**src/rtl/core/tfab_pkg.sv**
```systemverilog
// ----------------------------------------------------------------------------
// tfab_pkg: shared types and constants for the TCP FIN+ACK reply builder
// Holds the request record passed from the front end to the back end,
// the configuration register indexes and the fixed reply header words.
// ----------------------------------------------------------------------------
`default_nettype none

package tfab_pkg;

    localparam int CFG_IDX_W  = 3;
    localparam int CFG_DATA_W = 48;
    localparam int SUM_W      = 21;

    typedef logic [CFG_IDX_W-1:0] t_cfg_idx;

    localparam t_cfg_idx CFG_OWN_MAC_EN      = 3'd0;
    localparam t_cfg_idx CFG_OWN_MAC         = 3'd1;
    localparam t_cfg_idx CFG_NEXT_HOP_MAC_EN = 3'd2;
    localparam t_cfg_idx CFG_NEXT_HOP_MAC    = 3'd3;

    localparam logic [15:0] IP_VER_IHL_TOS = 16'h4500;
    localparam logic [15:0] IP_TOTAL_LEN   = 16'd40;
    localparam logic [15:0] IP_FLAG_DF     = 16'd16384;
    localparam logic [7:0]  PROTO_TCP      = 8'd6;
    localparam logic [15:0] TCP_HDR_LEN    = 16'd20;
    localparam logic [15:0] TCP_OFF_FLAGS  = 16'h5011;
    localparam logic [15:0] TCP_WINDOW     = 16'd64240;
    localparam logic [31:0] IP_TCP_MIN_HDR = 32'd20;

    typedef struct packed {
        logic [47:0] src_mac;
        logic [47:0] dst_mac;
        logic [31:0] src_ip;
        logic [31:0] dst_ip;
        logic [15:0] src_port;
        logic [15:0] dst_port;
        logic [31:0] seq;
        logic [31:0] ack;
        logic [15:0] ip_id;
        logic [7:0]  ttl;
    } t_reply;

    typedef struct packed {
        logic   push;
        t_reply item;
    } t_push;

endpackage

`default_nettype wire

```
**src/rtl/core/tcp_fin_ack_reply_builder_core.sv**
```systemverilog
// ----------------------------------------------------------------------------
// tcp_fin_ack_reply_builder_core: FIN+ACK teardown reply header builder
// Turns the header fields of one captured IPv4/TCP frame into the header
// fields and both checksums of a FIN+ACK reply toward the sender.
//
//   channel   | handshake              | payload
//   ----------+------------------------+----------------------------------
//   request   | i_start / o_busy       | i_in_*, i_flow_ip_id, i_flow_ttl
//   result    | o_valid strobe         | o_out_*, o_ip_checksum, o_tcp_checksum
//   config    | i_cfg_we               | i_cfg_idx, i_cfg_data
//
// One request per cycle while o_busy is low; the result strobe follows the
// accepting edge through the queue write, checksum sum stage and fold stage.
// The back end drains the queue every cycle; o_busy stays low if QUEUE_DEPTH > 1.
// Reset is synchronous: it clears the configuration, queue and strobes.
// The result is shown for one cycle only; the receiver takes it then.
// ----------------------------------------------------------------------------
`default_nettype none

module tcp_fin_ack_reply_builder_core #(
    parameter int QUEUE_DEPTH = 2
) (
    input  wire logic                            i_clk,
    input  wire logic                            i_rst_n,
    input  wire logic                            i_start,
    output logic                                 o_busy,
    input  wire logic                            i_cfg_we,
    input  wire tfab_pkg::t_cfg_idx              i_cfg_idx,
    input  wire logic [tfab_pkg::CFG_DATA_W-1:0] i_cfg_data,
    input  wire logic [47:0]                     i_in_src_mac,
    input  wire logic [47:0]                     i_in_dst_mac,
    input  wire logic [31:0]                     i_in_src_ip,
    input  wire logic [31:0]                     i_in_dst_ip,
    input  wire logic [15:0]                     i_in_src_port,
    input  wire logic [15:0]                     i_in_dst_port,
    input  wire logic [31:0]                     i_in_seq,
    input  wire logic [31:0]                     i_in_ack,
    input  wire logic [15:0]                     i_in_ip_total_len,
    input  wire logic [3:0]                      i_in_tcp_data_offset,
    input  wire logic [15:0]                     i_flow_ip_id,
    input  wire logic [7:0]                      i_flow_ttl,
    output logic                                 o_valid,
    output logic [47:0]                          o_out_src_mac,
    output logic [47:0]                          o_out_dst_mac,
    output logic [31:0]                          o_out_src_ip,
    output logic [31:0]                          o_out_dst_ip,
    output logic [15:0]                          o_out_src_port,
    output logic [15:0]                          o_out_dst_port,
    output logic [31:0]                          o_out_seq,
    output logic [31:0]                          o_out_ack,
    output logic [15:0]                          o_out_ip_id,
    output logic [7:0]                           o_out_ttl,
    output logic [15:0]                          o_ip_checksum,
    output logic [15:0]                          o_tcp_checksum
);

    tfab_pkg::t_push  push;
    tfab_pkg::t_reply q_item;
    tfab_pkg::t_reply res_item;
    logic             q_full;
    logic             q_valid;
    logic             accept;

    assign o_busy = q_full;
    assign accept = i_start && !q_full;

    tfab_front u_front (
        .i_clk                (i_clk),
        .i_rst_n              (i_rst_n),
        .i_cfg_we             (i_cfg_we),
        .i_cfg_idx            (i_cfg_idx),
        .i_cfg_data           (i_cfg_data),
        .i_accept             (accept),
        .i_in_src_mac         (i_in_src_mac),
        .i_in_dst_mac         (i_in_dst_mac),
        .i_in_src_ip          (i_in_src_ip),
        .i_in_dst_ip          (i_in_dst_ip),
        .i_in_src_port        (i_in_src_port),
        .i_in_dst_port        (i_in_dst_port),
        .i_in_seq             (i_in_seq),
        .i_in_ack             (i_in_ack),
        .i_in_ip_total_len    (i_in_ip_total_len),
        .i_in_tcp_data_offset (i_in_tcp_data_offset),
        .i_flow_ip_id         (i_flow_ip_id),
        .i_flow_ttl           (i_flow_ttl),
        .o_push               (push)
    );

    tfab_queue #(
        .DEPTH (QUEUE_DEPTH)
    ) u_queue (
        .i_clk   (i_clk),
        .i_rst_n (i_rst_n),
        .i_push  (push),
        .i_pop   (q_valid),
        .o_full  (q_full),
        .o_valid (q_valid),
        .o_item  (q_item)
    );

    tfab_back u_back (
        .i_clk          (i_clk),
        .i_rst_n        (i_rst_n),
        .i_valid        (q_valid),
        .i_item         (q_item),
        .o_valid        (o_valid),
        .o_item         (res_item),
        .o_ip_checksum  (o_ip_checksum),
        .o_tcp_checksum (o_tcp_checksum)
    );

    assign o_out_src_mac  = res_item.src_mac;
    assign o_out_dst_mac  = res_item.dst_mac;
    assign o_out_src_ip   = res_item.src_ip;
    assign o_out_dst_ip   = res_item.dst_ip;
    assign o_out_src_port = res_item.src_port;
    assign o_out_dst_port = res_item.dst_port;
    assign o_out_seq      = res_item.seq;
    assign o_out_ack      = res_item.ack;
    assign o_out_ip_id    = res_item.ip_id;
    assign o_out_ttl      = res_item.ttl;

endmodule

`default_nettype wire

```
**src/rtl/core/tfab_front.sv**
```systemverilog
// ----------------------------------------------------------------------------
// tfab_front: request intake and reply field derivation
// Holds the configuration registers, swaps addresses and ports, picks the
// MACs, and computes the reply ack number and IP id for each request.
// ----------------------------------------------------------------------------
`default_nettype none

module tfab_front (
    input  wire logic                            i_clk,
    input  wire logic                            i_rst_n,
    input  wire logic                            i_cfg_we,
    input  wire tfab_pkg::t_cfg_idx              i_cfg_idx,
    input  wire logic [tfab_pkg::CFG_DATA_W-1:0] i_cfg_data,
    input  wire logic                            i_accept,
    input  wire logic [47:0]                     i_in_src_mac,
    input  wire logic [47:0]                     i_in_dst_mac,
    input  wire logic [31:0]                     i_in_src_ip,
    input  wire logic [31:0]                     i_in_dst_ip,
    input  wire logic [15:0]                     i_in_src_port,
    input  wire logic [15:0]                     i_in_dst_port,
    input  wire logic [31:0]                     i_in_seq,
    input  wire logic [31:0]                     i_in_ack,
    input  wire logic [15:0]                     i_in_ip_total_len,
    input  wire logic [3:0]                      i_in_tcp_data_offset,
    input  wire logic [15:0]                     i_flow_ip_id,
    input  wire logic [7:0]                      i_flow_ttl,
    output tfab_pkg::t_push                      o_push
);

    logic        r_own_mac_en;
    logic [47:0] r_own_mac;
    logic        r_next_hop_mac_en;
    logic [47:0] r_next_hop_mac;

    always_ff @(posedge i_clk) begin
        if (!i_rst_n) begin
            r_own_mac_en      <= 1'b0;
            r_own_mac         <= '0;
            r_next_hop_mac_en <= 1'b0;
            r_next_hop_mac    <= '0;
        end else if (i_cfg_we) begin
            case (i_cfg_idx)
                tfab_pkg::CFG_OWN_MAC_EN:      r_own_mac_en      <= i_cfg_data[0];
                tfab_pkg::CFG_OWN_MAC:         r_own_mac         <= i_cfg_data[47:0];
                tfab_pkg::CFG_NEXT_HOP_MAC_EN: r_next_hop_mac_en <= i_cfg_data[0];
                tfab_pkg::CFG_NEXT_HOP_MAC:    r_next_hop_mac    <= i_cfg_data[47:0];
                default: ;
            endcase
        end
    end

    always_comb begin
        o_push.push          = i_accept;
        o_push.item.src_mac  = r_own_mac_en ? r_own_mac : i_in_dst_mac;
        o_push.item.dst_mac  = r_next_hop_mac_en ? r_next_hop_mac : i_in_src_mac;
        o_push.item.src_ip   = i_in_dst_ip;
        o_push.item.dst_ip   = i_in_src_ip;
        o_push.item.src_port = i_in_dst_port;
        o_push.item.dst_port = i_in_src_port;
        o_push.item.seq      = i_in_ack;
        o_push.item.ack      = i_in_seq + {16'd0, i_in_ip_total_len}
                               - {26'd0, i_in_tcp_data_offset, 2'b00}
                               - tfab_pkg::IP_TCP_MIN_HDR;
        o_push.item.ip_id    = i_flow_ip_id + 16'd1;
        o_push.item.ttl      = i_flow_ttl;
    end

endmodule

`default_nettype wire

```
**src/rtl/core/tfab_queue.sv**
```systemverilog
// ----------------------------------------------------------------------------
// tfab_queue: short request queue between front and back ends
// A small FIFO of derived reply records; full marks the block busy.
// ----------------------------------------------------------------------------
`default_nettype none

module tfab_queue #(
    parameter int DEPTH = 2
) (
    input  wire logic             i_clk,
    input  wire logic             i_rst_n,
    input  wire tfab_pkg::t_push  i_push,
    input  wire logic             i_pop,
    output logic                  o_full,
    output logic                  o_valid,
    output tfab_pkg::t_reply      o_item
);

    localparam int PTR_W = $clog2(DEPTH);
    localparam int CNT_W = $clog2(DEPTH + 1);
    localparam logic [PTR_W-1:0] LAST = PTR_W'(DEPTH - 1);
    localparam logic [CNT_W-1:0] FULL = CNT_W'(DEPTH);

    tfab_pkg::t_reply r_mem [DEPTH];
    logic [PTR_W-1:0] r_wr_ptr, n_wr_ptr;
    logic [PTR_W-1:0] r_rd_ptr, n_rd_ptr;
    logic [CNT_W-1:0] r_count, n_count;
    logic             do_push;
    logic             do_pop;

    assign o_full  = (r_count == FULL);
    assign o_valid = (r_count != '0);
    assign o_item  = r_mem[r_rd_ptr];
    assign do_push = i_push.push && !o_full;
    assign do_pop  = i_pop && o_valid;

    always_comb begin
        n_wr_ptr = r_wr_ptr;
        n_rd_ptr = r_rd_ptr;
        n_count  = r_count;
        if (do_push) begin
            n_wr_ptr = (r_wr_ptr == LAST) ? '0 : r_wr_ptr + 1'b1;
        end
        if (do_pop) begin
            n_rd_ptr = (r_rd_ptr == LAST) ? '0 : r_rd_ptr + 1'b1;
        end
        if (do_push && !do_pop) begin
            n_count = r_count + 1'b1;
        end else if (do_pop && !do_push) begin
            n_count = r_count - 1'b1;
        end
    end

    always_ff @(posedge i_clk) begin
        if (!i_rst_n) begin
            r_wr_ptr <= '0;
            r_rd_ptr <= '0;
            r_count  <= '0;
        end else begin
            r_wr_ptr <= n_wr_ptr;
            r_rd_ptr <= n_rd_ptr;
            r_count  <= n_count;
        end
    end

    always_ff @(posedge i_clk) begin
        if (do_push) begin
            r_mem[r_wr_ptr] <= i_push.item;
        end
    end

endmodule

`default_nettype wire

```
**src/rtl/core/tfab_back.sv**
```systemverilog
// ----------------------------------------------------------------------------
// tfab_back: checksum engine and result register
// Sums the reply IP header words and the TCP pseudo-header and header words
// in one stage, then folds, inverts and presents the reply for one cycle in the next.
// ----------------------------------------------------------------------------
`default_nettype none

module tfab_back (
    input  wire logic              i_clk,
    input  wire logic              i_rst_n,
    input  wire logic              i_valid,
    input  wire tfab_pkg::t_reply  i_item,
    output logic                   o_valid,
    output tfab_pkg::t_reply       o_item,
    output logic [15:0]            o_ip_checksum,
    output logic [15:0]            o_tcp_checksum
);

    localparam int SW = tfab_pkg::SUM_W;

    logic             r_s1_valid;
    tfab_pkg::t_reply r_s1_item;
    logic [SW-1:0]    r_ip_sum;
    logic [SW-1:0]    r_tcp_sum;
    logic [SW-1:0]    n_ip_sum;
    logic [SW-1:0]    n_tcp_sum;
    logic [16:0]      ip_fold1, ip_fold2;
    logic [16:0]      tcp_fold1, tcp_fold2;

    function automatic logic [SW-1:0] ext(input logic [15:0] w);
        ext = {{(SW-16){1'b0}}, w};
    endfunction

    always_comb begin
        n_ip_sum = ext(tfab_pkg::IP_VER_IHL_TOS) + ext(tfab_pkg::IP_TOTAL_LEN)
                 + ext(i_item.ip_id) + ext(tfab_pkg::IP_FLAG_DF)
                 + ext({i_item.ttl, tfab_pkg::PROTO_TCP})
                 + ext(i_item.src_ip[31:16]) + ext(i_item.src_ip[15:0])
                 + ext(i_item.dst_ip[31:16]) + ext(i_item.dst_ip[15:0]);
        n_tcp_sum = ext({8'd0, tfab_pkg::PROTO_TCP}) + ext(tfab_pkg::TCP_HDR_LEN)
                  + ext(i_item.src_ip[31:16]) + ext(i_item.src_ip[15:0])
                  + ext(i_item.dst_ip[31:16]) + ext(i_item.dst_ip[15:0])
                  + ext(i_item.src_port) + ext(i_item.dst_port)
                  + ext(i_item.seq[31:16]) + ext(i_item.seq[15:0])
                  + ext(i_item.ack[31:16]) + ext(i_item.ack[15:0])
                  + ext(tfab_pkg::TCP_OFF_FLAGS) + ext(tfab_pkg::TCP_WINDOW);
    end

    always_comb begin
        ip_fold1  = {1'b0, r_ip_sum[15:0]} + {12'd0, r_ip_sum[SW-1:16]};
        ip_fold2  = {1'b0, ip_fold1[15:0]} + {16'd0, ip_fold1[16]};
        tcp_fold1 = {1'b0, r_tcp_sum[15:0]} + {12'd0, r_tcp_sum[SW-1:16]};
        tcp_fold2 = {1'b0, tcp_fold1[15:0]} + {16'd0, tcp_fold1[16]};
    end

    always_ff @(posedge i_clk) begin
        if (!i_rst_n) begin
            r_s1_valid <= 1'b0;
            o_valid    <= 1'b0;
        end else begin
            r_s1_valid <= i_valid;
            o_valid    <= r_s1_valid;
        end
    end

    always_ff @(posedge i_clk) begin
        r_s1_item      <= i_item;
        r_ip_sum       <= n_ip_sum;
        r_tcp_sum      <= n_tcp_sum;
        o_item         <= r_s1_item;
        o_ip_checksum  <= ~ip_fold2[15:0];
        o_tcp_checksum <= ~tcp_fold2[15:0];
    end

endmodule

`default_nettype wire

```
**config.mk**
```make
export PLATFORM = sky130hd
export DESIGN_NAME = tcp_fin_ack_reply_builder_core
export DESIGN_NICKNAME = d
export VERILOG_FILES = /design/src/rtl/core/tfab_pkg.sv /design/src/rtl/core/tcp_fin_ack_reply_builder_core.sv /design/src/rtl/core/tfab_front.sv /design/src/rtl/core/tfab_queue.sv /design/src/rtl/core/tfab_back.sv
export SDC_FILE = /design/constraint.sdc
export NUM_CORES = 2
export LEC_CHECK = 0
export ABC_CLOCK_PERIOD_IN_PS = 17900
export BUFFER_PORTS_ARGS = -buffer_cell sky130_fd_sc_hd__buf_2
export CAP_MARGIN = 40
export CORE_MARGIN = 2
export CORE_UTILIZATION = 40
export CTS_CLUSTER_SIZE = 8
export DETAILED_ROUTE_END_ITERATION = 7
export MAX_ROUTING_LAYER = met4
export RECOVER_POWER = 25
export SYNTH_ARGS = -nofsm -noshare
export SYNTH_HDL_FRONTEND = slang
export SYNTH_HIERARCHICAL = 1
export SYNTH_SLANG_ARGS = --single-unit
```
**constraint.sdc**
```tcl
create_clock -name i_clk -period 17.9 [get_ports i_clk]
set_input_delay 4.475 -clock i_clk [delete_from_list [all_inputs] [get_ports i_clk]]
set_output_delay 4.475 -clock i_clk [all_outputs]
set_load 0.01 [all_outputs]
```
# Word level (Yosys, flattened, before mapping)

Memory sizes are Yosys's and may differ from the RTL's. A register that Yosys moved wholly into a read port is not among the register bits.
Cells that the tools add are included.

Flip-flop bits (word level): 738
RAM bits: 560
Input port bits: 355
Output and inout bits: 314
Logic and storage cells: 95
Memories kept: 1

Memories:

| memory        | words | width | rd ports | clocked after memory_dff | wr ports | line             | RTL |
|---|---|---|---|---|---|---|---|
| u_queue.r_mem | 2     | 280   | 1        | 1                        | 1        | tfab_queue.sv:24 | `tfab_pkg::t_reply r_mem [DEPTH];` |

Add/sub/neg operators: 31
Equality and inequality tests: 4
Mux-type cells: 10
Bitwise operators: 2
Reductions and logical operators: 14

Operators with widths:

| operator               | count |
|---|---|
| $add 21x16->21         | 14 |
| $mux 48                | 2 |
| $add 21x15->21 const B | 2 |
| $add 16x5->17          | 2 |
| $add 16x1->16          | 2 |
| $add 32x16->32         | 1 |
| $not 16->16            | 2 |
| $sub 32x5->32 const B  | 1 |
| $sub 32x6->32          | 1 |
| $add 21x16->21 const B | 1 |
| $add 15x16->17 const A | 1 |
| $add 5x16->17 const A  | 1 |
| $add 16x1->16 const B  | 1 |
| $reduce_and 2->1       | 4 |
| $eq 3x2->1 const B     | 2 |
| $mux 1                 | 6 |
| $logic_and 1x1->1      | 4 |
| $mux 2                 | 2 |
| $reduce_bool 2->1      | 2 |
| $eq 3x1->1 const B     | 1 |
| $logic_not 1->1        | 3 |
| $logic_not 3->1        | 1 |
| $add 1x1->1 const B    | 2 |
| $add 2x1->2 const B    | 1 |
| other kinds (2)        | 2 |

# Longest topological paths before layout

Depth after elaboration: 12
Mapped depth: 24
Gate-level depth less buffers: 21

# Modules after synthesis

The synthesis kept the hierarchy.

Modules (own cells, without submodules):

| module                         | times used | cells an instance | area an instance (sq um) | sequential area each (sq um) |
|---|---|---|---|---|
| tfab_back                      | 1          | 1,653             | 21,353.0                 | 12,712.2 |
| tfab_queue                     | 1          | 896               | 21,255.4                 | 16,916.2 |
| tfab_front                     | 1          | 1,044             | 8,388.0                  | 1,961.9 |
| tcp_fin_ack_reply_builder_core | 1          | 1                 | 13.8                     | 0.0 |

# Worst setup path before layout

No wires, ideal clock.

Kind: input-to-reg
Start: input port i_start
End: register u_queue.r_wr_ptr
Setup time: 107 ps
Arrival time: 16,262 ps
Data required time: 17,793 ps
Slack: 1,530 ps
Stages on the path: 5
Buffers on the path: 1
Cell sequence: nor2b_4 > buf_4 > inv_1 > nor3_2 > o21a_1

RTL lines:

| element              | line                                 | RTL |
|---|---|---|
| from (decl)          | tcp_fin_ack_reply_builder_core.sv:25 | `input wire logic i_start,` |
| to (signal assigned) | tfab_queue.sv:60                     | `r_wr_ptr <= n_wr_ptr;` |
| to (decl)            | tfab_queue.sv:25                     | `logic [PTR_W-1:0] r_wr_ptr, n_wr_ptr;` |

==> impl_results.md <==
* Status: finished with violations
* Violated checks: capacitance limit, slew limit
* Area fraction of the dominant cell type after synthesis at 33.0%
* Largest cells by area after synthesis: edfxtp_1 33%, dfxtp_1 29%, fa_1 6.7%
* FF-to-FF setup slack at 6050 ps
* Worst path top cell family by delay: buffers and inverters
* Minimum clock period at 11850 ps
* Period utilization at 66.2%
* Worst path slowest cell: clkbuf_1
* Vias in the first global route at 29410
* Initial antenna violation count at 60
* Starting Density at 40.2%
* Final clock skew at 39.1 ps
* Netlist Area Pre-Place at 0.0510 mm²
* Wire length of the first global-routing pass at 184000 µm
* Required time worst endpoint at 18620 ps
* Hold Path Depth at 0
* Drt drc at 0
* 1st-iter DRT viols at 1614
* Seq cells post-synth at 1298
* Post-CTS Resized at 0
* Fin. max-slew vios at 219
* GPL Wtd Cong at 0.862
* Most used DFF post-synth: dfxtp_1
* Final-report setup violation count at 0
* DR vias/cell at 4.65
* Mapped Avg Cell Area at 14.2 µm²
* Post-synth EDFFs at 560
* Synth top cells by count: 738 x dfxtp_1, 560 x edfxtp_1, 383 x inv_1
* Area grow syn2layout at 17.7%
* CTS tree: yes
* Core Area at 0.127 mm²
* CP Capture Type: register
* DRT Pass-1 Iters at 5
* Port bufs at 668
* ANT nets after route at 0
* Post-CTS Setup Inserts at 0
* FFs w/ async S/R, synth at 0%
* CTS root buffer: clkbuf_16
* Die area at 0.130 mm²
* Clk buf depth at 3
* Height of the chip at 361 µm
* Final Hold Viols at 0
* CP Class: reg -> reg
* Total GRT Usage at 19.9%
* Hold Crit Start: u_back/r_s1_item[131]
* Max-slew headroom at -191%
* Hold crit path type: reg -> reg
* Worst stage delay on the critical path at 2040 ps
* Slew @ Worst Pin at 4370 ps
* Clock buffer count from CTS at 181
* Nets at 4915
* Cells along the critical path: clkbuf_1, clkbuf_1, buf_4, mux2_2, inv_1, fa_1, inv_1, fa_1, fa_1, inv_1, fa_1, fa_1, inv_1, ha_1, a21oi_1, o21ai_0, a21o_1, a311oi_1, o21ai_0, a21oi_1, xnor2_1
* Worst Path Buf+Inv at 7
* Hold Buf Count CTS at 0
* I/O pin count at 669
* Overall routed net length at 128000 µm
* Max Cap Viol at 5
* WP data arrival at 12580 ps
* Post-Syn Nets at 4265
* Clock Sinks at 1298
* Cell type with the highest aggregate area in the netlist: edfxtp_1
* CP Launch Type: register
* Synthesized instance count at 3594
* Post-DP HPWL at 93600 µm
* Row count at 131
* Top achievable clock speed at 84.4 MHz
* Capture point of the worst reg-to-reg path: u_back/r_tcp_sum[17]
* Post-synthesis cell type count at 82
* Post-route setup TNS at 0 ps
* Grt ovf at 0
* Most common cell in the netlist: dfxtp_1
* Sequential element share of the synthesized area at 61.9%
* Fill count at 11451
* Die width at 361 µm
* Pin count of the biggest net entering global routing at 134
* Most frequent CP cell: fa_1
* Worst-Skew Late Latency at 800 ps
* Synth warnings at 6
* Proportion of layout cells with a drive suffix above 1 at 24.7%
* H-tree depth at 4
* CTS clk-pin slew, worst paths at 50 ps
* Worst Hold Path EP: u_back/o_item[131]
* Vias post-DR at 28370
* Drt wl/cell at 20.9 µm
* Worst r2r path cells at 21
* RSZ-0062 raised after global routing: false
* Crit Path Max Fanout at 43
## sequential cells by signal, summed over array words and instances (netlist names), named ones only
signal,cells
u_queue/r_mem,560
u_back/o_item,280
u_back/r_s1_item,280
u_front/r_next_hop_mac,48
u_front/r_own_mac,48
u_back/r_tcp_sum,21
u_back/r_ip_sum,20
u_back/o_ip_checksum,16
u_back/o_tcp_checksum,16
u_queue/r_count,2
u_back/o_valid,1
u_back/r_s1_valid,1
u_front/r_next_hop_mac_en,1
u_front/r_own_mac_en,1
u_queue/r_rd_ptr,1
u_queue/r_wr_ptr,1
## per-stage QoR
stage | setup WS, ps | util, % | cells | instance area (µm²) | hold WS [ps]
detailed placement | 9590 | 43.4 | 5723 | 55200 | 312
CTS | 9600 | 47.7 | 6058 | 60600 | 304
global placement | 9620 | 43.3 | 5718 | 55000 | 311
floorplan | 1530 | - | 3594 | 51000 | 310
finish | 6050 | 47.3 | 6103 | 60000 | 295
global route | 5220 | 47.3 | 6098 | 60000 | 309
## worst max-delay path by stage
stage,from,endpoint,slack [ps],cells past startpoint
after global routing,register,u_back/r_tcp_sum[15],5220,20
after detailed placement,register,u_back/r_tcp_sum[13],9590,21
after global placement,register,u_back/r_tcp_sum[13],9620,21
after CTS,register,u_back/r_tcp_sum[17],9600,21
final,register,u_back/r_tcp_sum[17],6050,21
after floorplan,i_start,u_queue/r_wr_ptr,1530,5
## area by class of cell
cell class	instances	area, µm²	area share [%]
multi-input combinational	1686	15800	26.3
antenna	45	113	0.188
sequential	1298	31600	52.6
timing repair buffer	694	3630	6.04
inverter	383	1440	2.39
tap	1662	2080	3.46
clock inverter	16	312	0.519
clock buffer	319	5090	8.48
## placed cells by master, fill, tap and decap left out, types with 70 or more instances in the layout
master / count
clkbuf_1: 139
fa_1: 171
a21oi_1: 70
mux2_2: 121
nor2_1: 73
buf_2: 668
mux2_1: 218
edfxtp_1: 560
ha_1: 145
nand2_1: 252
clkbuf_16: 182
a21boi_0: 101
dfxtp_1: 736
xnor2_1: 93
inv_1: 383
## cell families (layout without fill, tap and decap cells)
kind of cell             Yosys count  count (layout)  synth area share (%)
AND/OR/NAND/NOR                  491             491                  4.50
other                              0              45                     0
adder cells (fa/ha/maj)          316             316                  10.3
buffers and inverters            610            1412                  5.96
AO/OA/AOI/OAI                    355             355                  5.02
multiplexers                     381             381                  9.87
flip-flops                      1298            1298                  61.9
XOR/XNOR                         143             143                  2.46
## per-layer routing
layer	part of all wire, %	track usage [%]	vias to the layer above
met3	9.6	7.89	205
met5	0	-	-
met4	2.5	7.09	0
met1	39	22.3	13768
li1	-	-	13473
met2	49	32.3	924
Power is not shown: default switching activity piles up to over one toggle a cycle in this logic, so the estimate is an artifact.
